## src/rtl/core/lcdns_pkg.sv

```systemverilog
package lcdns_pkg;

   localparam int unsigned POWER_ON_WAIT_US = 50000;

   localparam int unsigned FIFO_DEPTH = 2;
   localparam int unsigned FIFO_PTR_W = $clog2(FIFO_DEPTH);
   localparam int unsigned FIFO_CNT_W = $clog2(FIFO_DEPTH + 1);

   localparam int unsigned STEP_IDX_W = 6;

   typedef enum logic [1:0] {
      FUNC_INIT = 2'd0,
      FUNC_CMD  = 2'd1,
      FUNC_DATA = 2'd2,
      FUNC_TEXT = 2'd3
   } func_type;

   localparam logic [7:0] CHAR_NEWLINE    = 8'd10;
   localparam logic [7:0] CHAR_FIRST_PRINT = 8'd32;
   localparam logic [7:0] CHAR_LAST_PRINT = 8'd126;
   localparam logic [7:0] CMD_LINE_TWO    = 8'hC0;

   localparam logic [7:0] CMD_FUNC_SET    = 8'h28;
   localparam logic [7:0] CMD_DISPLAY_ON  = 8'h0C;
   localparam logic [7:0] CMD_ENTRY_MODE  = 8'h06;
   localparam logic [7:0] CMD_CLEAR       = 8'h01;

   localparam logic [3:0] NIB_WAKE        = 4'h3;
   localparam logic [3:0] NIB_FOUR_BIT    = 4'h2;

   localparam logic [15:0] WAIT_POWER_ON  = 16'(POWER_ON_WAIT_US);
   localparam logic [15:0] WAIT_WAKE      = 16'd5000;
   localparam logic [15:0] WAIT_SHORT     = 16'd2500;
   localparam logic [15:0] WAIT_SETTLE    = 16'd100;
   localparam logic [15:0] WAIT_PULSE     = 16'd1;

   localparam logic RS_CMD  = 1'b0;
   localparam logic RS_DATA = 1'b1;

   typedef enum logic {
      OP_INIT,
      OP_BYTE
   } op_kind_type;

   typedef struct packed {
      op_kind_type kind;
      logic        rs;
      logic [7:0]  data;
   } op_type;

   typedef struct packed {
      logic        set_rs;
      logic        rs;
      logic        set_nib;
      logic [3:0]  nib;
      logic        enable;
      logic [15:0] wait_us;
      logic        last;
   } step_type;

   typedef struct packed {
      logic        reg_select;
      logic [3:0]  nibble;
      logic        enable;
      logic [15:0] wait_us;
      logic        last;
   } pins_type;

   typedef enum logic {
      ST_IDLE,
      ST_RUN
   } back_state_type;

   // One step of a byte transfer: two enable pulses, then a settle hold.
   function automatic step_type byte_step(input logic [2:0] pos, input logic rs,
                                          input logic [7:0] data, input logic is_end);
      step_type s;
      s.set_rs  = (pos == 3'd0);
      s.rs      = rs;
      s.set_nib = (pos == 3'd0) || (pos == 3'd2);
      s.nib     = (pos == 3'd0) ? data[7:4] : data[3:0];
      s.enable  = (pos == 3'd0) || (pos == 3'd2);
      s.wait_us = (pos == 3'd4) ? WAIT_SETTLE : WAIT_PULSE;
      s.last    = is_end && (pos == 3'd4);
      return s;
   endfunction

   function automatic step_type hold_step(input logic [15:0] wait_us, input logic last);
      step_type s;
      s.set_rs  = 1'b0;
      s.rs      = RS_CMD;
      s.set_nib = 1'b0;
      s.nib     = 4'h0;
      s.enable  = 1'b0;
      s.wait_us = wait_us;
      s.last    = last;
      return s;
   endfunction

   // Nibble pulse that keeps the current register-select level.
   function automatic step_type pulse_step(input logic [3:0] nib, input logic high);
      step_type s;
      s.set_rs  = 1'b0;
      s.rs      = RS_CMD;
      s.set_nib = high;
      s.nib     = nib;
      s.enable  = high;
      s.wait_us = WAIT_PULSE;
      s.last    = 1'b0;
      return s;
   endfunction

   function automatic step_type init_step(input logic [STEP_IDX_W-1:0] idx);
      step_type s;
      unique case (idx)
         6'd0:  s = hold_step(WAIT_POWER_ON, 1'b0);
         6'd1:  s = pulse_step(NIB_WAKE, 1'b1);
         6'd2:  s = pulse_step(NIB_WAKE, 1'b0);
         6'd3:  s = hold_step(WAIT_WAKE, 1'b0);
         6'd4:  s = pulse_step(NIB_WAKE, 1'b1);
         6'd5:  s = pulse_step(NIB_WAKE, 1'b0);
         6'd6:  s = hold_step(WAIT_WAKE, 1'b0);
         6'd7:  s = pulse_step(NIB_WAKE, 1'b1);
         6'd8:  s = pulse_step(NIB_WAKE, 1'b0);
         6'd9:  s = hold_step(WAIT_WAKE, 1'b0);
         6'd10: s = pulse_step(NIB_FOUR_BIT, 1'b1);
         6'd11: s = pulse_step(NIB_FOUR_BIT, 1'b0);
         6'd12: s = hold_step(WAIT_SHORT, 1'b0);
         6'd13: s = byte_step(3'd0, RS_CMD, CMD_FUNC_SET, 1'b0);
         6'd14: s = byte_step(3'd1, RS_CMD, CMD_FUNC_SET, 1'b0);
         6'd15: s = byte_step(3'd2, RS_CMD, CMD_FUNC_SET, 1'b0);
         6'd16: s = byte_step(3'd3, RS_CMD, CMD_FUNC_SET, 1'b0);
         6'd17: s = byte_step(3'd4, RS_CMD, CMD_FUNC_SET, 1'b0);
         6'd18: s = byte_step(3'd0, RS_CMD, CMD_DISPLAY_ON, 1'b0);
         6'd19: s = byte_step(3'd1, RS_CMD, CMD_DISPLAY_ON, 1'b0);
         6'd20: s = byte_step(3'd2, RS_CMD, CMD_DISPLAY_ON, 1'b0);
         6'd21: s = byte_step(3'd3, RS_CMD, CMD_DISPLAY_ON, 1'b0);
         6'd22: s = byte_step(3'd4, RS_CMD, CMD_DISPLAY_ON, 1'b0);
         6'd23: s = byte_step(3'd0, RS_CMD, CMD_ENTRY_MODE, 1'b0);
         6'd24: s = byte_step(3'd1, RS_CMD, CMD_ENTRY_MODE, 1'b0);
         6'd25: s = byte_step(3'd2, RS_CMD, CMD_ENTRY_MODE, 1'b0);
         6'd26: s = byte_step(3'd3, RS_CMD, CMD_ENTRY_MODE, 1'b0);
         6'd27: s = byte_step(3'd4, RS_CMD, CMD_ENTRY_MODE, 1'b0);
         6'd28: s = byte_step(3'd0, RS_CMD, CMD_CLEAR, 1'b0);
         6'd29: s = byte_step(3'd1, RS_CMD, CMD_CLEAR, 1'b0);
         6'd30: s = byte_step(3'd2, RS_CMD, CMD_CLEAR, 1'b0);
         6'd31: s = byte_step(3'd3, RS_CMD, CMD_CLEAR, 1'b0);
         6'd32: s = byte_step(3'd4, RS_CMD, CMD_CLEAR, 1'b0);
         default: s = hold_step(WAIT_SHORT, 1'b1);
      endcase
      return s;
   endfunction

endpackage

```

## src/rtl/core/lcdns_if.sv

```systemverilog
interface lcdns_req_if;
   import lcdns_pkg::*;
   logic       valid;
   logic       ready;
   logic [1:0] func;
   logic [7:0] value;

   modport source (output valid, output func, output value, input ready);
   modport sink (input valid, input func, input value, output ready);
endinterface

interface lcdns_rsp_if;
   import lcdns_pkg::*;
   logic        valid;
   logic        ready;
   logic        reg_select;
   logic [3:0]  nibble;
   logic        enable;
   logic [15:0] wait_us;
   logic        last;

   modport source (output valid, output reg_select, output nibble, output enable,
                   output wait_us, output last, input ready);
   modport sink (input valid, input reg_select, input nibble, input enable,
                 input wait_us, input last, output ready);
endinterface

```

## src/rtl/core/lcdns_front.sv

```systemverilog
module lcdns_front
   import lcdns_pkg::*;
(
   lcdns_req_if.sink req_ch,
   input  logic      fifo_full,
   output logic      op_push,
   output op_type    op_word
);

   logic keep;

   assign req_ch.ready = !fifo_full;

   always_comb begin
      keep         = 1'b1;
      op_word.kind = OP_BYTE;
      op_word.rs   = RS_CMD;
      op_word.data = req_ch.value;
      unique case (func_type'(req_ch.func))
         FUNC_INIT: begin
            op_word.kind = OP_INIT;
         end
         FUNC_CMD: begin
            op_word.rs = RS_CMD;
         end
         FUNC_DATA: begin
            op_word.rs = RS_DATA;
         end
         FUNC_TEXT: begin
            // newline moves to the second line, printables go out as data, drop the rest
            if (req_ch.value == CHAR_NEWLINE) begin
               op_word.data = CMD_LINE_TWO;
            end else if (req_ch.value >= CHAR_FIRST_PRINT &&
                         req_ch.value <= CHAR_LAST_PRINT) begin
               op_word.rs = RS_DATA;
            end else begin
               keep = 1'b0;
            end
         end
         default: keep = 1'b0;
      endcase
   end

   assign op_push = req_ch.valid && !fifo_full && keep;

endmodule

```

## src/rtl/core/lcdns_fifo.sv

```systemverilog
module lcdns_fifo
   import lcdns_pkg::*;
(
   input  logic   clock,
   input  logic   reset,
   input  logic   push,
   input  op_type push_word,
   output logic   full,
   input  logic   pop,
   output op_type pop_word,
   output logic   empty
);

   op_type                mem_ff [FIFO_DEPTH];
   logic [FIFO_PTR_W-1:0] wr_ptr_ff, wr_ptr_in;
   logic [FIFO_PTR_W-1:0] rd_ptr_ff, rd_ptr_in;
   logic [FIFO_CNT_W-1:0] count_ff, count_in;
   logic                  do_push, do_pop;

   assign full     = (count_ff == FIFO_CNT_W'(FIFO_DEPTH));
   assign empty    = (count_ff == '0);
   assign do_push  = push && !full;
   assign do_pop   = pop && !empty;
   assign pop_word = mem_ff[rd_ptr_ff];

   always_comb begin
      wr_ptr_in = wr_ptr_ff;
      rd_ptr_in = rd_ptr_ff;
      count_in  = count_ff;
      if (do_push) begin
         wr_ptr_in = (wr_ptr_ff == FIFO_PTR_W'(FIFO_DEPTH - 1)) ? '0 : wr_ptr_ff + 1'b1;
      end
      if (do_pop) begin
         rd_ptr_in = (rd_ptr_ff == FIFO_PTR_W'(FIFO_DEPTH - 1)) ? '0 : rd_ptr_ff + 1'b1;
      end
      if (do_push && !do_pop) begin
         count_in = count_ff + 1'b1;
      end else if (do_pop && !do_push) begin
         count_in = count_ff - 1'b1;
      end
   end

   always_ff @(posedge clock) begin
      if (reset) begin
         wr_ptr_ff <= '0;
         rd_ptr_ff <= '0;
         count_ff  <= '0;
      end else begin
         wr_ptr_ff <= wr_ptr_in;
         rd_ptr_ff <= rd_ptr_in;
         count_ff  <= count_in;
      end
   end

   always_ff @(posedge clock) begin
      if (do_push) begin
         mem_ff[wr_ptr_ff] <= push_word;
      end
   end

endmodule

```

## src/rtl/core/lcdns_back.sv

```systemverilog
module lcdns_back
   import lcdns_pkg::*;
(
   input  logic      clock,
   input  logic      reset,
   input  logic      fifo_empty,
   input  op_type    fifo_word,
   output logic      fifo_pop,
   lcdns_rsp_if.source rsp_ch
);

   back_state_type        state_ff, state_in;
   op_type                op_ff, op_in;
   logic [STEP_IDX_W-1:0] idx_ff, idx_in;
   logic                  rs_ff, rs_in;
   logic [3:0]            nib_ff, nib_in;
   pins_type              out_ff, out_in;
   logic                  out_valid_ff, out_valid_in;
   step_type              step;

   always_comb begin
      state_in     = state_ff;
      op_in        = op_ff;
      idx_in       = idx_ff;
      rs_in        = rs_ff;
      nib_in       = nib_ff;
      out_in       = out_ff;
      out_valid_in = out_valid_ff;
      fifo_pop     = 1'b0;

      if (op_ff.kind == OP_BYTE) begin
         step = byte_step(idx_ff[2:0], op_ff.rs, op_ff.data, 1'b1);
      end else begin
         step = init_step(idx_ff);
      end

      if (out_valid_ff && rsp_ch.ready) begin
         out_valid_in = 1'b0;
      end

      unique case (state_ff)
         ST_IDLE: begin
            if (!fifo_empty) begin
               fifo_pop = 1'b1;
               op_in    = fifo_word;
               idx_in   = '0;
               state_in = ST_RUN;
            end
         end
         ST_RUN: begin
            // advance only when the output register is free or being drained
            if (!out_valid_ff || rsp_ch.ready) begin
               if (step.set_rs) begin
                  rs_in = step.rs;
               end
               if (step.set_nib) begin
                  nib_in = step.nib;
               end
               out_in.reg_select = step.set_rs ? step.rs : rs_ff;
               out_in.nibble     = step.set_nib ? step.nib : nib_ff;
               out_in.enable     = step.enable;
               out_in.wait_us    = step.wait_us;
               out_in.last       = step.last;
               out_valid_in      = 1'b1;
               idx_in            = idx_ff + 1'b1;
               if (step.last) begin
                  state_in = ST_IDLE;
               end
            end
         end
         default: state_in = ST_IDLE;
      endcase
   end

   always_ff @(posedge clock) begin
      if (reset) begin
         state_ff     <= ST_IDLE;
         rs_ff        <= 1'b0;
         nib_ff       <= 4'h0;
         out_valid_ff <= 1'b0;
      end else begin
         state_ff     <= state_in;
         rs_ff        <= rs_in;
         nib_ff       <= nib_in;
         out_valid_ff <= out_valid_in;
      end
   end

   always_ff @(posedge clock) begin
      op_ff  <= op_in;
      idx_ff <= idx_in;
      out_ff <= out_in;
   end

   assign rsp_ch.valid      = out_valid_ff;
   assign rsp_ch.reg_select = out_ff.reg_select;
   assign rsp_ch.nibble     = out_ff.nibble;
   assign rsp_ch.enable     = out_ff.enable;
   assign rsp_ch.wait_us    = out_ff.wait_us;
   assign rsp_ch.last       = out_ff.last;

endmodule

```

## src/rtl/core/char_lcd_nibble_sequencer.sv

```systemverilog
// Character LCD sequencer for a 4-bit parallel display bus.
// req_ch carries one operation per word: func selects initialise, command
// byte, data byte or text character, value holds the byte or character.
// rsp_ch carries one pin step per word: register-select level, D4..D7
// levels, enable level and a hold time in microseconds; last marks the
// final step of an operation. Text characters outside newline and the
// printable range are accepted and produce no steps.
// A front stage classifies each word into a two-entry queue; the back
// stage pops one operation and emits its steps from a registered output.
// The first step passes through the queue, the back stage's operation
// register and the output register. Throughput: one step per cycle while
// rsp_ch is ready, and each operation passes through the idle state to pop
// the queue before its steps. req_ch stalls only when the queue is full.
// When rsp_ch stalls, the output word holds and the sequencer waits.
// Synchronous reset clears the queue, the output valid and the pin
// levels (register select and data low).
module char_lcd_nibble_sequencer
   import lcdns_pkg::*;
(
   input  logic        clock,
   input  logic        reset,
   lcdns_req_if.sink   req_ch,
   lcdns_rsp_if.source rsp_ch
);

   logic   op_push;
   op_type op_word;
   logic   fifo_full;
   logic   fifo_pop;
   op_type fifo_word;
   logic   fifo_empty;

   lcdns_front u_front (
      .req_ch    (req_ch),
      .fifo_full (fifo_full),
      .op_push   (op_push),
      .op_word   (op_word)
   );

   lcdns_fifo u_fifo (
      .clock     (clock),
      .reset     (reset),
      .push      (op_push),
      .push_word (op_word),
      .full      (fifo_full),
      .pop       (fifo_pop),
      .pop_word  (fifo_word),
      .empty     (fifo_empty)
   );

   lcdns_back u_back (
      .clock      (clock),
      .reset      (reset),
      .fifo_empty (fifo_empty),
      .fifo_word  (fifo_word),
      .fifo_pop   (fifo_pop),
      .rsp_ch     (rsp_ch)
   );

endmodule
```

## src/flat_wrapper.sv

```systemverilog
// flat-port wrapper written by rule: the top's interface ports become plain ports
module char_lcd_nibble_sequencer_flat import lcdns_pkg::*;
  (clock, reset, req_ch_valid, req_ch_func, req_ch_value, req_ch_ready, rsp_ch_valid, rsp_ch_reg_select, rsp_ch_nibble, rsp_ch_enable, rsp_ch_wait_us, rsp_ch_last, rsp_ch_ready);
  lcdns_req_if req_ch_i ();
  lcdns_rsp_if rsp_ch_i ();
  input  logic clock;
  input  logic reset;
  input wire logic [$bits(req_ch_i.valid)-1:0] req_ch_valid;
  input wire logic [$bits(req_ch_i.func)-1:0] req_ch_func;
  input wire logic [$bits(req_ch_i.value)-1:0] req_ch_value;
  output wire logic [$bits(req_ch_i.ready)-1:0] req_ch_ready;
  output wire logic [$bits(rsp_ch_i.valid)-1:0] rsp_ch_valid;
  output wire logic [$bits(rsp_ch_i.reg_select)-1:0] rsp_ch_reg_select;
  output wire logic [$bits(rsp_ch_i.nibble)-1:0] rsp_ch_nibble;
  output wire logic [$bits(rsp_ch_i.enable)-1:0] rsp_ch_enable;
  output wire logic [$bits(rsp_ch_i.wait_us)-1:0] rsp_ch_wait_us;
  output wire logic [$bits(rsp_ch_i.last)-1:0] rsp_ch_last;
  input wire logic [$bits(rsp_ch_i.ready)-1:0] rsp_ch_ready;
  assign req_ch_i.valid = req_ch_valid;
  assign req_ch_i.func = req_ch_func;
  assign req_ch_i.value = req_ch_value;
  assign req_ch_ready = req_ch_i.ready;
  assign rsp_ch_valid = rsp_ch_i.valid;
  assign rsp_ch_reg_select = rsp_ch_i.reg_select;
  assign rsp_ch_nibble = rsp_ch_i.nibble;
  assign rsp_ch_enable = rsp_ch_i.enable;
  assign rsp_ch_wait_us = rsp_ch_i.wait_us;
  assign rsp_ch_last = rsp_ch_i.last;
  assign rsp_ch_i.ready = rsp_ch_ready;
  char_lcd_nibble_sequencer u_core (.clock(clock), .reset(reset), .req_ch(req_ch_i), .rsp_ch(rsp_ch_i));
endmodule
```

## config.mk

```make
export PLATFORM = sky130hd
export DESIGN_NAME = char_lcd_nibble_sequencer_flat
export DESIGN_NICKNAME = d
export VERILOG_FILES = /design/src/rtl/core/lcdns_pkg.sv /design/src/rtl/core/lcdns_if.sv /design/src/rtl/core/lcdns_front.sv /design/src/rtl/core/lcdns_fifo.sv /design/src/rtl/core/lcdns_back.sv /design/src/rtl/core/char_lcd_nibble_sequencer.sv /design/src/flat_wrapper.sv
export SDC_FILE = /design/constraint.sdc
export NUM_CORES = 1
export LEC_CHECK = 0
export BUFFER_PORTS_ARGS = -buffer_cell sky130_fd_sc_hd__buf_2
export CORE_MARGIN = 5
export CORE_UTILIZATION = 60
export DETAILED_ROUTE_END_ITERATION = 8
export PLACE_DENSITY = 0.79
export SLEW_MARGIN = 10
export SYNTH_ARGS = -nofsm -noshare
export SYNTH_HDL_FRONTEND = slang
export SYNTH_SLANG_ARGS = --single-unit
export TNS_END_PERCENT = 50
```

## constraint.sdc

```tcl
create_clock -name clock -period 9 [get_ports clock]
set_input_delay 1.8 -clock clock [delete_from_list [all_inputs] [get_ports clock]]
set_output_delay 1.8 -clock clock [all_outputs]
set_load 0.01 [all_outputs]
```

==> Implementation_results.wiki <==
{| class="wikitable"
! Metric !! Value
|-
| Routed vias/inst || 5.802
|-
| Minimum period implied by the final worst setup slack || 4.775 ns
|-
| Sequential Area || 2152 sq um
|-
| DRC Markers || 0
|-
| Layout cell share with drive strength beyond 1 || 0.2262
|-
| Synth Register Bits || 81
|-
| Worst reg2reg startpoint || u_core.u_back.state_ff
|-
| Worst-path clk slew || 0.09 ns
|-
| Fraction of power spent switching nets || 0.4005
|-
| Placeable core area || 6350 sq um
|-
| Remaining number of nets flagged by the antenna check after routing || 0
|-
| Final-report hold violation count || 0
|-
| Width of the die || 90.57 um
|-
| Half-perimeter wire length of the detailed placement result || 4.965 mm
|-
| Area used by multi-input combinational logic || 1554 sq um
|-
| Area of the die || 8203 sq um
|-
| VDD IR max || 0.2340 mV
|-
| Portion of the post-synthesis area used by sequential elements || 0.5525
|-
| Clk_skew || 0.006547 ns
|-
| Clk_lat worst skew || 0.35 ns
|-
| Number of fill cells in the layout || 444
|-
| Antenna cell count || 0
|-
| Cell count after synthesis || 341
|-
| Achievable clock frequency || 209.4 MHz
|-
| Startpoint type of the worst setup path || input port
|-
| Type of destination of the critical path || flip-flop
|-
| Wire length reported by the detailed router || 7.090 mm
|-
| Longest Clk Path Bufs || 2
|-
| IO Port Bufs || 35
|-
| Smallest setup slack after layout || 4.225 ns
|-
| Standard-cell row count || 29
|-
| Synth unique cells || 64
|-
| Hold Path End || u_core.u_back.rs_ff
|-
| Most used cells in the layout excluding fill and tap cells || sky130_fd_sc_hd__edfxtp_1 (53), sky130_fd_sc_hd__buf_2 (35), sky130_fd_sc_hd__nor2_1 (29)
|-
| Routability Congestion || 0.9127
|-
| TritonCTS clock tree || yes
|-
| Count of cells along the worst register-to-register path || 11
|-
| Clock buffers created by TritonCTS || 9
|-
| Cell count of the worst hold path || 2
|-
| Die Ht || 90.57 um
|-
| Static Leak || 1.622 nW
|-
| Worst Tran Pin Value || 1.054 ns
|-
| Power share of the sequential group || 0.371
|-
| Final core area utilization || 0.6696
|-
| Mapped Area || 3895 sq um
|-
| Top cell type's share of synthesized area || 0.4086
|-
| Top-Level Pins || 39
|-
| Global-route wire length before repair || 11.67 mm
|-
| Minimum setup slack after placement || 3.871 ns
|-
| Most common cell after layout, fill and taps aside || sky130_fd_sc_hd__edfxtp_1
|-
| Cell types occupying the most area after synthesis || sky130_fd_sc_hd__edfxtp_1 (41%), sky130_fd_sc_hd__dfxtp_1 (14%), sky130_fd_sc_hd__mux2_2 (4.3%), sky130_fd_sc_hd__ha_1 (2.9%), sky130_fd_sc_hd__mux2i_1 (2.8%)
|-
| Layout area overhead || 9.155%
|-
| Routed vias || 2576
|-
| Final clock period utilization by the worst path || 0.5306
|-
| Resize count post-CTS || 0
|-
| Routed length per instance || 15.97 um
|-
| R2R Setup Slk || 5.34 ns
|-
| Async set-reset flop share out of synthesis || 0
|-
| Top flip-flop cell by instance count after synthesis || sky130_fd_sc_hd__edfxtp_1
|-
| Share of total power in combinational logic || 0.458
|-
| Initial antenna violation count || 0
|-
| Arrival time at the worst endpoint || 5.02 ns
|-
| Final setup violation count || 0
|-
| Setup bufs post-CTS || 0
|-
| Run status || completed
|-
| Power share of the clock group || 0.171
|-
| Htree depth || 3
|-
| Int Power || 0.001047 W
|-
| Aggregate global-route resource usage || 0.1767
|-
| Final nets || 385
|-
| Cell accounting for the most synthesized area || sky130_fd_sc_hd__edfxtp_1
|-
| EDFF count, synth || 53
|-
| Maximum number of pins on one net before global-route repair || 27
|-
| Data required time of the worst path || 9.25 ns
|-
| Total grt overflow || 0
|-
| Post-synthesis area per instance || 11.42 sq um
|-
| Vias in the first global route || 2421
|-
| Hold Buf Count CTS || 0
|-
| First-pass DRT Iterations || 5
|-
| NetSw || 0.0006997 W
|-
| Launch point of the worst hold path || u_core.u_back.rs_ff
|-
| Yosys warns || 0
|-
| Worst Hold Class || reg2reg
|-
| First DRT Iteration DRCs || 158
|-
| Max FO, Critical Path || 26
|-
| Initial Util || 0.6134
|-
| Root buffer cell || sky130_fd_sc_hd__clkbuf_8
|-
| Setup Total Neg Slack || 0 ns
|-
| Power Dens Cells || 410.9 nW/um^2
|-
| Final number of max-transition violations || 0
|-
| RSZ-0062 raised after global routing || false
|-
| Setup CP Type || in2reg
|-
| Worst slew margin relative to its limit || 0.2976
|-
| Count of maximum capacitance violations || 0
|-
| Clock sink count || 81
|}
## power by group through the flow
| stage | Sequential (W) | Clock [W] | Combinational, W |
|---|---|---|---|
| after floorplan | 0.000622 | 0 | 0.000653 |
| after global placement | 0.000653 | 0 | 0.000766 |
| after detailed placement | 0.000657 | 0 | 0.000787 |
| after CTS | 0.000649 | 0.000302 | 0.000792 |
| after global routing | 0.000666 | 0.000321 | 0.000882 |
| final | 0.000649 | 0.000299 | 0.000800 |
## layout make-up
| class | instances | area share |
|---|---|---|
| clock buffers | 9 | 0.02913 |
| clock inverters | 7 | 0.02384 |
| inverters | 13 | 0.01148 |
| multi-input cells | 222 | 0.3655 |
| flip-flops and latches | 81 | 0.5062 |
| well taps | 77 | 0.02266 |
| repair buffers | 35 | 0.04120 |
## stage by stage
stage / std cells / cell area (sq um) / hold WS [ns] / total power, W
after floorplan: 343 / 3902 / 0.4357 / 0.001276
after global placement: 428 / 4026 / 0.4429 / 0.001419
after detailed placement: 428 / 4026 / 0.4514 / 0.001444
after CTS: 444 / 4252 / 0.4613 / 0.001743
after global routing: 444 / 4252 / 0.4674 / 0.001869
final: 444 / 4252 / 0.4727 / 0.001747
## synth_stat cells (2+ instances only)
master,count
sky130_fd_sc_hd__a22o_1,2
sky130_fd_sc_hd__nand3_1,9
sky130_fd_sc_hd__clkbuf_1,11
sky130_fd_sc_hd__nand2b_1,7
sky130_fd_sc_hd__nand3_2,2
sky130_fd_sc_hd__o221ai_1,2
sky130_fd_sc_hd__xor2_1,4
sky130_fd_sc_hd__nand2_2,2
sky130_fd_sc_hd__nand2_1,19
sky130_fd_sc_hd__ha_1,9
sky130_fd_sc_hd__a21boi_0,3
sky130_fd_sc_hd__nor2b_1,12
sky130_fd_sc_hd__mux2_2,15
sky130_fd_sc_hd__o211ai_1,2
sky130_fd_sc_hd__nor3_1,7
sky130_fd_sc_hd__a211oi_1,2
sky130_fd_sc_hd__o21ai_0,11
sky130_fd_sc_hd__nand4_1,3
sky130_fd_sc_hd__or2_2,2
sky130_fd_sc_hd__or3_1,5
sky130_fd_sc_hd__xnor2_1,4
sky130_fd_sc_hd__nor2_1,29
sky130_fd_sc_hd__a2bb2oi_1,3
sky130_fd_sc_hd__buf_4,8
sky130_fd_sc_hd__buf_2,7
sky130_fd_sc_hd__nor4_1,2
sky130_fd_sc_hd__and2_1,6
sky130_fd_sc_hd__a31oi_1,2
sky130_fd_sc_hd__inv_1,11
sky130_fd_sc_hd__and3_1,2
sky130_fd_sc_hd__a21oi_1,15
sky130_fd_sc_hd__dfxtp_1,28
sky130_fd_sc_hd__mux2i_1,11
sky130_fd_sc_hd__a31o_1,2
sky130_fd_sc_hd__edfxtp_1,53
## routing by layer
metal | up-vias | wire length [um] | global-route usage
met4 | 0 | 125 | 0.05583
met2 | 85 | 3267 | 0.2706
met3 | 15 | 450 | 0.04917
met1 | 1217 | 3246 | 0.2435
li1 | 1259 | - | -
met5 | - | 0 | 0
## logic make-up (layout without fill, tap and decap cells)
| kind of cell | after synthesis | in the layout | synth area share |
|---|---|---|---|
| and+or+nand+nor | 115 | 115 | 0.1577 |
| muxes | 27 | 27 | 0.07742 |
| adders and majority gates | 9 | 9 | 0.02891 |
| AOI/OAI and AO/OA | 60 | 60 | 0.1140 |
| buffers and inverters | 40 | 64 | 0.05043 |
| other | 1 | 3 | 0.0009628 |
| xor gates and xnor gates | 8 | 8 | 0.01799 |
| DFF | 81 | 81 | 0.5525 |
## worst max-delay path, cell delays in order
cell and delay, ns:
sky130_fd_sc_hd__buf_2 0.10, sky130_fd_sc_hd__nand2b_1 0.22, sky130_fd_sc_hd__nand2_2 0.24, sky130_fd_sc_hd__clkinv_1 0.71
sky130_fd_sc_hd__a21boi_0 0.63, sky130_fd_sc_hd__inv_1 0.15, sky130_fd_sc_hd__ha_1 0.33, sky130_fd_sc_hd__mux2i_1 0.18
sky130_fd_sc_hd__o221ai_1 0.14, sky130_fd_sc_hd__a221o_1 0.35, sky130_fd_sc_hd__o21bai_1 0.16
## worst max-delay path by stage
stage / from / end / slack, ns / depth (start not counted)
after floorplan: rsp_ch_ready / flip-flop / 4.56 / 11
after global placement: rsp_ch_ready / flip-flop / 4.04 / 11
after detailed placement: rsp_ch_ready / flip-flop / 3.87 / 11
after CTS: rsp_ch_ready / flip-flop / 4.24 / 11
after global routing: rsp_ch_ready / flip-flop / 3.90 / 11
final: rsp_ch_ready / flip-flop / 4.22 / 11
Power figures use the tool's default switching activity.
